`src/rtl/gsfc_pkg.sv`:
```
package gsfc_pkg;

   // Result kinds reported on the response channel.
   typedef enum logic [2:0] {
      KIND_TX_BYTE  = 3'd0,
      KIND_RX_TAKEN = 3'd1,
      KIND_RX_IGNORED = 3'd2,
      KIND_FRAME_GOOD = 3'd3,
      KIND_FRAME_BAD  = 3'd4
   } kind_type;

   // Request types on the input channel.
   localparam logic REQ_SEND = 1'b0;
   localparam logic REQ_RECV = 1'b1;

   // Frame constants.
   localparam logic [7:0] HDR_BYTE    = 8'hFF;
   localparam logic [7:0] ADDR_BYTE   = 8'h01;
   localparam logic [7:0] CMD_READ    = 8'h86;
   localparam logic [7:0] CMD_MODE    = 8'h78;
   localparam logic [7:0] CMD_DORMANT = 8'hA7;
   localparam logic [7:0] CMD_SPAN    = 8'h88;

   localparam int FRAME_LEN = 9;
   localparam int PAYLOAD_LEN = 6;

   typedef logic [3:0] count_type;
   localparam count_type LAST_BYTE_IDX = count_type'(FRAME_LEN - 1);
   localparam count_type FRAME_DONE    = count_type'(FRAME_LEN);

endpackage

```
`src/rtl/gas_sensor_frame_codec_top.sv`:
```
// Framer and deframer for a nine-byte UART gas-sensor link.
// Input channel (req_): one transaction is either a send request (req_type 0),
// which carries the command code and argument, or one byte received from the
// sensor (req_type 1). Response channel (rsp_): each transaction is one result.
// A send request yields nine results, the command frame bytes in order, with
// rsp_last on the checksum byte; it also restarts the reply receiver.
// A received byte yields one result: taken, ignored (after a complete reply),
// or, on the ninth reply byte, frame good or bad with reply bytes 2..7.
// The first result of a transaction is presented on the cycle after acceptance.
// Received bytes are taken one per cycle unless a result is stalled. A send
// request holds the input channel while its frame bytes are driven from the
// output register; the next transaction is accepted as the checksum byte goes out.
// A single output register separates the channels: a new transaction is taken
// while the register is empty or its result is being taken in the same cycle.
// When the receiver asserts rsp_stall on a valid result, the result holds and req_stall rises.
// Reset (synchronous) empties the output register, stops any frame in flight
// and clears the receiver state.
module gas_sensor_frame_codec_top (
   input  logic       clock,
   input  logic       reset,
   input  logic       req_valid,
   output logic       req_stall,
   input  logic       req_type,
   input  logic [7:0] req_command_code,
   input  logic [15:0] req_argument,
   input  logic [7:0] req_rx_byte,
   output logic       rsp_valid,
   input  logic       rsp_stall,
   output logic [2:0] rsp_kind,
   output logic [7:0] rsp_tx_byte,
   output logic       rsp_last,
   output logic [7:0] rsp_payload0,
   output logic [7:0] rsp_payload1,
   output logic [7:0] rsp_payload2,
   output logic [7:0] rsp_payload3,
   output logic [7:0] rsp_payload4,
   output logic [7:0] rsp_payload5
);
   import gsfc_pkg::*;

   // Output register.
   logic       rsp_valid_ff, rsp_valid_in;
   kind_type   rsp_kind_ff, rsp_kind_in;
   logic [7:0] rsp_tx_byte_ff, rsp_tx_byte_in;
   logic       rsp_last_ff, rsp_last_in;
   logic [7:0] rsp_payload_ff [PAYLOAD_LEN];
   logic [7:0] rsp_payload_in [PAYLOAD_LEN];

   // Transmit frame in flight.
   logic       tx_busy_ff, tx_busy_in;
   count_type  tx_idx_ff, tx_idx_in;
   logic [7:0] tx_cmd_ff, tx_cmd_in;
   logic [7:0] tx_b3_ff, tx_b3_in;
   logic [7:0] tx_b4_ff, tx_b4_in;
   logic [7:0] tx_chk_ff, tx_chk_in;

   // Reply receiver.
   count_type  rx_count_ff, rx_count_in;
   logic [7:0] rx_sum_ff, rx_sum_in;
   logic       header_ok_ff, header_ok_in;
   logic       reply_code_ok_ff, reply_code_ok_in;
   logic [7:0] payload_store_ff [PAYLOAD_LEN];
   logic [7:0] payload_store_in [PAYLOAD_LEN];

   logic       out_load;
   logic       accept;
   logic [7:0] arg_b3, arg_b4, frame_sum, tx_sel_byte;
   logic [2:0] store_idx;
   logic       frame_good;

   assign out_load  = !rsp_valid_ff || !rsp_stall;
   assign req_stall = tx_busy_ff || !out_load;
   assign accept    = req_valid && !req_stall;

   // Bytes 3 and 4 of the command frame depend on the command.
   always_comb begin
      arg_b3 = 8'h00;
      arg_b4 = 8'h00;
      if (req_command_code == CMD_SPAN) begin
         arg_b3 = req_argument[15:8];
         arg_b4 = req_argument[7:0];
      end else if (req_command_code == CMD_MODE || req_command_code == CMD_DORMANT) begin
         arg_b3 = req_argument[7:0];
      end
   end

   assign frame_sum = ADDR_BYTE + req_command_code + arg_b3 + arg_b4;

   always_comb begin
      case (tx_idx_ff)
         4'd0:    tx_sel_byte = HDR_BYTE;
         4'd1:    tx_sel_byte = ADDR_BYTE;
         4'd2:    tx_sel_byte = tx_cmd_ff;
         4'd3:    tx_sel_byte = tx_b3_ff;
         4'd4:    tx_sel_byte = tx_b4_ff;
         4'd8:    tx_sel_byte = tx_chk_ff;
         default: tx_sel_byte = 8'h00;
      endcase
   end

   assign store_idx  = rx_count_ff[2:0] - 3'd2;
   assign frame_good = header_ok_ff && reply_code_ok_ff &&
                       (8'(8'h00 - rx_sum_ff) == req_rx_byte);

   always_comb begin
      rsp_valid_in     = rsp_valid_ff;
      rsp_kind_in      = rsp_kind_ff;
      rsp_tx_byte_in   = rsp_tx_byte_ff;
      rsp_last_in      = rsp_last_ff;
      rsp_payload_in   = rsp_payload_ff;
      tx_busy_in       = tx_busy_ff;
      tx_idx_in        = tx_idx_ff;
      tx_cmd_in        = tx_cmd_ff;
      tx_b3_in         = tx_b3_ff;
      tx_b4_in         = tx_b4_ff;
      tx_chk_in        = tx_chk_ff;
      rx_count_in      = rx_count_ff;
      rx_sum_in        = rx_sum_ff;
      header_ok_in     = header_ok_ff;
      reply_code_ok_in = reply_code_ok_ff;
      payload_store_in = payload_store_ff;

      if (out_load) begin
         rsp_valid_in = 1'b0;
      end

      if (accept && req_type == REQ_SEND) begin
         // Header byte goes out now; the rest follow from the frame registers.
         rsp_valid_in     = 1'b1;
         rsp_kind_in      = KIND_TX_BYTE;
         rsp_tx_byte_in   = HDR_BYTE;
         rsp_last_in      = 1'b0;
         for (int i = 0; i < PAYLOAD_LEN; i++) rsp_payload_in[i] = 8'h00;
         tx_busy_in       = 1'b1;
         tx_idx_in        = 4'd1;
         tx_cmd_in        = req_command_code;
         tx_b3_in         = arg_b3;
         tx_b4_in         = arg_b4;
         tx_chk_in        = 8'h00 - frame_sum;
         rx_count_in      = '0;
         rx_sum_in        = 8'h00;
         header_ok_in     = 1'b0;
         reply_code_ok_in = 1'b0;
      end else if (accept) begin
         rsp_valid_in   = 1'b1;
         rsp_tx_byte_in = 8'h00;
         rsp_last_in    = 1'b0;
         for (int i = 0; i < PAYLOAD_LEN; i++) rsp_payload_in[i] = 8'h00;
         if (rx_count_ff >= FRAME_DONE) begin
            rsp_kind_in = KIND_RX_IGNORED;
         end else if (rx_count_ff == '0) begin
            header_ok_in = (req_rx_byte == HDR_BYTE);
            rx_count_in  = rx_count_ff + 4'd1;
            rsp_kind_in  = KIND_RX_TAKEN;
         end else if (rx_count_ff < LAST_BYTE_IDX) begin
            rx_sum_in = rx_sum_ff + req_rx_byte;
            if (rx_count_ff == 4'd1) begin
               reply_code_ok_in = (req_rx_byte == CMD_READ || req_rx_byte == CMD_MODE ||
                                   req_rx_byte == CMD_DORMANT);
            end else begin
               for (int i = 0; i < PAYLOAD_LEN; i++) begin
                  if (store_idx == 3'(i)) payload_store_in[i] = req_rx_byte;
               end
            end
            rx_count_in = rx_count_ff + 4'd1;
            rsp_kind_in = KIND_RX_TAKEN;
         end else begin
            rx_count_in    = FRAME_DONE;
            rsp_kind_in    = frame_good ? KIND_FRAME_GOOD : KIND_FRAME_BAD;
            rsp_payload_in = payload_store_ff;
         end
      end else if (tx_busy_ff && out_load) begin
         rsp_valid_in   = 1'b1;
         rsp_kind_in    = KIND_TX_BYTE;
         rsp_tx_byte_in = tx_sel_byte;
         rsp_last_in    = (tx_idx_ff == LAST_BYTE_IDX);
         for (int i = 0; i < PAYLOAD_LEN; i++) rsp_payload_in[i] = 8'h00;
         tx_idx_in      = tx_idx_ff + 4'd1;
         if (tx_idx_ff == LAST_BYTE_IDX) begin
            tx_busy_in = 1'b0;
         end
      end
   end

   always_ff @(posedge clock) begin
      if (reset) begin
         rsp_valid_ff     <= 1'b0;
         tx_busy_ff       <= 1'b0;
         tx_idx_ff        <= '0;
         rx_count_ff      <= '0;
         rx_sum_ff        <= 8'h00;
         header_ok_ff     <= 1'b0;
         reply_code_ok_ff <= 1'b0;
      end else begin
         rsp_valid_ff     <= rsp_valid_in;
         tx_busy_ff       <= tx_busy_in;
         tx_idx_ff        <= tx_idx_in;
         rx_count_ff      <= rx_count_in;
         rx_sum_ff        <= rx_sum_in;
         header_ok_ff     <= header_ok_in;
         reply_code_ok_ff <= reply_code_ok_in;
      end
   end

   always_ff @(posedge clock) begin
      rsp_kind_ff      <= rsp_kind_in;
      rsp_tx_byte_ff   <= rsp_tx_byte_in;
      rsp_last_ff      <= rsp_last_in;
      rsp_payload_ff   <= rsp_payload_in;
      tx_cmd_ff        <= tx_cmd_in;
      tx_b3_ff         <= tx_b3_in;
      tx_b4_ff         <= tx_b4_in;
      tx_chk_ff        <= tx_chk_in;
      payload_store_ff <= payload_store_in;
   end

   assign rsp_valid    = rsp_valid_ff;
   assign rsp_kind     = rsp_kind_ff;
   assign rsp_tx_byte  = rsp_tx_byte_ff;
   assign rsp_last     = rsp_last_ff;
   assign rsp_payload0 = rsp_payload_ff[0];
   assign rsp_payload1 = rsp_payload_ff[1];
   assign rsp_payload2 = rsp_payload_ff[2];
   assign rsp_payload3 = rsp_payload_ff[3];
   assign rsp_payload4 = rsp_payload_ff[4];
   assign rsp_payload5 = rsp_payload_ff[5];

   // A frame in flight blocks the input channel.
   assert property (@(posedge clock) disable iff (reset) tx_busy_ff |-> req_stall)
      else $error("input accepted while a command frame is being sent");

   // Only the checksum byte of a command frame carries the last flag.
   assert property (@(posedge clock) disable iff (reset)
      (rsp_valid_ff && rsp_last_ff) |-> (rsp_kind_ff == KIND_TX_BYTE && !tx_busy_ff))
      else $error("last flag on a result that does not end a frame");

   // An accepted send request starts a frame with the header byte.
   assert property (@(posedge clock) disable iff (reset)
      (req_valid && !req_stall && req_type == REQ_SEND) |=>
      (rsp_valid_ff && tx_busy_ff && rsp_tx_byte_ff == HDR_BYTE && rx_count_ff == '0))
      else $error("send request did not start a frame");

   // The receiver never counts past a complete reply.
   assert property (@(posedge clock) disable iff (reset) rx_count_ff <= FRAME_DONE)
      else $error("reply byte count out of range");

endmodule
```
`config.mk`:
```
export PLATFORM = sky130hd
export DESIGN_NAME = gas_sensor_frame_codec_top
export DESIGN_NICKNAME = d
export VERILOG_FILES = /design/src/rtl/gsfc_pkg.sv /design/src/rtl/gas_sensor_frame_codec_top.sv
export SDC_FILE = /design/constraint.sdc
export NUM_CORES = 1
export LEC_CHECK = 0
export BUFFER_PORTS_ARGS = -buffer_cell sky130_fd_sc_hd__buf_2
export CORE_UTILIZATION = 49
export CTS_CLUSTER_DIAMETER = 120
export CTS_CLUSTER_SIZE = 16
export DETAILED_ROUTE_END_ITERATION = 12
export GPL_TIMING_DRIVEN = 0
export PLACE_DENSITY = 0.67
export SYNTH_ARGS = -nofsm -noshare
export SYNTH_HDL_FRONTEND = slang
export SYNTH_SLANG_ARGS = --single-unit
```
`constraint.sdc`:
```
create_clock -name clock -period 7.9 [get_ports clock]
set_input_delay 1.58 -clock clock [delete_from_list [all_inputs] [get_ports clock]]
set_output_delay 1.58 -clock clock [all_outputs]
set_load 0.03 [all_outputs]
```
---- Word level (Yosys, flattened, before mapping) ----
Index checks and enable logic that the tools add are counted.
word-level totals
  flip-flop bits (word level) ............. 160
  logic and storage cells ................. 130
  output and inout port bits .............. 62
  input port bits ......................... 37
operators by class
  equality and inequality tests ........... 20
  order comparisons ....................... 2
  muxes and demuxes ....................... 30
  bitwise gates (word level) .............. 6
  add/sub/neg operators ................... 9
  reduce and logical (&&, ||, !) cells .... 36
operators by type and width
  kind                   number
  $mux W48               5
  $pmux W8 S6            1
  $reduce_and A7 Y1      6
  $eq A8 B8 Y1 const B   5
  $mux W8                5
  $add A8 B8 Y8          3
  $mux W3                6
  $eq A8 B7 Y1 const B   2
  $sub A1 B8 Y8 const A  2
  $mux W1                11
  $add A1 B8 Y8 const A  1
  $add A4 B1 Y4 const B  2
  $eq A4 B1 Y1 const B   2
  $eq A4 B2 Y1 const B   2
  $eq A8 B8 Y1           1
  $logic_not A4 Y1       2
  $mux W4                2
  $eq A3 B2 Y1 const B   2
  $eq A3 B3 Y1 const B   2
  $not A1 Y1             6
  $reduce_and A2 Y1      3
  $reduce_and A3 Y1      2
  $reduce_bool A2 Y1     3
  $logic_and A1 B1 Y1    5
  14 further kinds       22

---- Longest topological paths before layout ----
  depth in word-level cells ............... 9
  gate-level depth with buffers ........... 13
  mapped depth without buffers ............ 13

---- Worst setup path before layout ----
OpenSTA, ideal clock, no wires.
  kind .................................... input-to-reg
  from .................................... in req_command_code[2]
  to ...................................... reg tx_chk_ff[5] (data pin)
  required time ........................... 7.720 ns
  arrival time ............................ 4.590 ns
  stages on the path ...................... 12
  path buffers ............................ 0
  setup slack ............................. 3.130 ns
  setup time .............................. 0.180 ns
  cell sequence ........................... or4b_4 or4_4 a21oi_4 a22oi_1 fa_1 ha_1 o21a_1 nor2_1 a31oi_1 and2_1 o21ai_0 a221oi_1
between the ends
  longest elaborated chain between the ends .. 7
  elaborated cells on any way between the ends .. 11
  those cells by class .................... add/sub (4); eq/ne (3); mux (3); reduce/logical (1)
ends and longest elaborated chain
  what                                                                   RTL line                           text
  start: declaration                                                     gas_sensor_frame_codec_top.sv:24   input logic [7:0] req_command_code,
  parallel branches: the longest is 5 deep, another holds $add A1 B8 Y8  n/a
  $add A8 B8 Y8 (*)                                                      gas_sensor_frame_codec_top.sv:87   assign frame_sum = ADDR_BYTE + req_command_code + arg_b3 + arg_b4;
  $sub A1 B8 Y8 (*)                                                      gas_sensor_frame_codec_top.sv:139  tx_chk_in = 8'h00 - frame_sum;
  end signal: assignment                                                 gas_sensor_frame_codec_top.sv:213  tx_chk_ff <= tx_chk_in;
  end: declaration                                                       gas_sensor_frame_codec_top.sv:55   logic [7:0] tx_chk_ff, tx_chk_in;
Mark *: on every way between the ends.
A chain may end at the register's enable or synchronous reset.

---- Worst setup path after layout ----
  from .................................... in req_command_code[0]
  to ...................................... reg tx_chk_ff[5] (data pin)
Same word-level chain as after synthesis.

==> results.md <==
- Run status: finished, final reports clean
- Hold_sp: rsp_kind[0]
- Clock Power Share: 0.427
- RSZ-0062 raised after global routing: no
- Starting DRT DRC Count: 271
- Worst Setup Start Kind: input pin
- Bufs and invs on worst path: 1
- RR Endpoint: payload_store_ff[7]
- Sw frac: 0.248
- Fin Setup TNS: 0 ns
- Crit. End Element: flop
- Row cnt: 42
- Total CTS buffers: 17
- Switching Power: 0.487 mW
- Power Density: 238 nW/um2
- Top_reg_cell synth: edfxtp_1
- Root Buffer: clkbuf_16
- Detailed Routing Iterations Pass 1: 5
- H-tree levels: 4
- Hold Vio Cnt, Final: 0
- Final setup viols: 0
- Max FFs per register: 48
- Nets@finish: 815
- Routability-driven placement congestion ratio: 0.851
- Reg power frac: 0.466
- Worst R2R Start: rx_count_ff[1]
- Initial antenna violation count: 2
- Skew final: 0.00902 ns
- Mean area per synthesized cell: 11.0 um2
- Gate Count Post-Synth: 626
- Leak Pwr: 3.33 nW
- Post-CTS Resized: 0
- Mapped Area: 6890 um2
- Total chip power: 1.97 mW
- Dpl hpwl: 11,100 um
- Yosys cell types: 51
- Post-CTS setup buffer count: 0
- Sink Count: 160
- Slew Viols, Final: 0
- Via Count: 5,078
- R2R depth: 6
- DIE HEIGHT: 121 um
- Synth Warn #: 0
- Share of the synthesized area in the top cell type: 0.348
- Non-filler cells in the finished layout: 935
- Die W: 121 um
- Clock tree buffer depth: 2
- WL per Instance: 16.5 um
- Post-synth EDFFs: 80
- Max cap viols: 0
- Gate power share: 0.107
- First-pass GRT wire length: 24,700 um
- Pin count of the biggest net entering global routing: 33
- Layout area overhead: 19.6%
- Starting density of the core: 0.510
- Crit-path max FO: 9
- PortBufs: 98
- Crit path DAT: 5.19 ns
- Fillers: 1,078
- Detailed Route WL: 15,400 um
- Vias in the first global route: 5,064
- # IOs: 99
- Worst EP required: 8.11 ns
- Worst slew pin tran: 1.21 ns
- Sequential area share after synthesis: 0.581
- Max IR drop VDD: 0.000173 V
- Fin crit period: 4.98 ns
- Slowest-stage cell, CP: or4b_4
- Global route overflow: 0
- Hold depth: 2
- Max Freq: 201 MHz
- Delay-heaviest family, CP: compound AO/OA/AOI/OAI gates
- Worst setup path class: in -> reg
- Final ANT Viol Nets: 0
- #FFs+latches synth: 160
- Crit-path max cell delay: 0.55 ns
- Top cells by area, synth: edfxtp_1 (35%), dfxtp_1 (23%), a22oi_1 (5.9%)
- Most common cell in the synthesized netlist: nor2_1
- Synth cell count leaders: nor2_1 (96), dfxtp_1 (80), edfxtp_1 (80)
- Worst hold path type: reg -> reg
- Hold Path Sink: rsp_kind[0]
- Async S/R FF share, synth: 0
- Hold-fix buffers at CTS: 0
- P_int: 1.48 mW
- Fraction of layout cells with a size suffix above 1: 0.188
- Core area: 13,500 um2
- DRC viols: 0
- Worst skew pair latency: 0.43 ns
- Syn Nets: 697
- Worst path cell trace: buf_2, or4b_4, or4_4, a21oi_4, a22oi_1, fa_1, ha_1, o21a_1, nor2_1, a31oi_1, and2_1, o21ai_0, a221oi_1
- Vias per std cell: 5.43
- CP startpoint: req_command_code[0]
- Placed cell count: 901
- FF-to-FF setup slack: 5.08 ns
- Die area: 14,500 um2
- GRT Total Usage: 0.222
- CTS tree: built
- Clk pin slew, worst setup/hold paths: 0.06 ns
- Top cell type by total area after synthesis: edfxtp_1
- Reg with most FFs: payload_store_ff
- Period utilization: 0.630
- Slew margin rel.: 0.186
-- power groups by stage --
stage               logic, mW  registers, mW  clock network, mW
floorplan               0.110          0.961                  0
detailed placement      0.211          0.934                  0
global placement        0.204          0.934                  0
global route            0.234          0.918              0.880
finish                  0.211          0.916              0.839
CTS                     0.212          0.916              0.848
-- per-layer routing --
layer | wire (um) | global-route usage | up-vias
met4 | 242 | 0.0856 | 0
met1 | 6430 | 0.258 | 2410
met2 | 7980 | 0.395 | 149
li1 | - | - | 2499
met5 | 0 | 0 | -
met3 | 765 | 0.0495 | 20
-- worst register-to-register path: cells and delay by family, from the launching register on --
| kind | cells | cell delay (ns) |
|---|---|---|
| simple gates | 4 | 1.66 |
| flops | 1 | 0.42 |
| fa+ha+maj | 1 | 0.24 |
| buf+inv | 1 | 0.11 |
-- placed cells by master (no fill, tap or decap), types with 3 or more instances in the layout --
cell       count
nand4_1        4
a22o_1         4
a221oi_1       8
a21oi_1       40
nor2b_1        6
clkbuf_16     18
ha_1          26
dfxtp_1       80
xor2_1        12
fa_1           8
and2_1         7
nand2_1       30
clkinv_4       3
nor3_1        12
or4_1          5
inv_1         38
o21ai_0       15
mux2i_1        4
buf_2        101
a31oi_1        4
and3_1         3
edfxtp_1      80
a22oi_1       54
xnor2_1       11
nand3_1       11
clkbuf_8       3
nor2_1        96
nand2b_1       5
clkbuf_1      26
-- cell families after synthesis --
group	count (synthesis)	share of synthesized area
xor+xnor	23	0.0292
simple gates	188	0.127
flops	160	0.581
compound gates	149	0.148
buf+inv	67	0.0370
fa+ha+maj	34	0.0704
mux	5	0.00744
-- stage by stage --
step	hold slack [ns]	setup WS, ns	util	area (um2)
3_5_place_dp	0.462	2.48	0.565	7630
2_1_floorplan	0.450	3.13	-	6890
6_report	0.468	2.92	0.611	8250
3_3_place_gp	0.442	2.61	0.563	7600
5_1_grt	0.490	2.73	0.611	8250
4_1_cts	0.473	2.92	0.610	8240
-- worst max-delay path by stage --
stage,end,slack (ns),cells past startpoint
detailed placement,tx_chk_ff[5],2.48,13
floorplan,tx_chk_ff[5],3.13,12
global route,tx_chk_ff[5],2.73,13
CTS,tx_chk_ff[5],2.92,13
finish,tx_chk_ff[5],2.92,13
global placement,tx_chk_ff[5],2.61,13
-- cell type report --
class                   instances  area (um2)  area share
flip-flops and latches        160        4000       0.485
multi-input cells             399        2640       0.319
repair buffers                 99         510      0.0619
clock buffers                  22         495      0.0601
well taps                     176         220      0.0267
inverters                      38         143      0.0173
clock inverters                10         121      0.0147
plain buffers                  29         114      0.0138
diodes                          2        5.00    0.000607
Note: power is estimated with default switching activity, not from simulation.
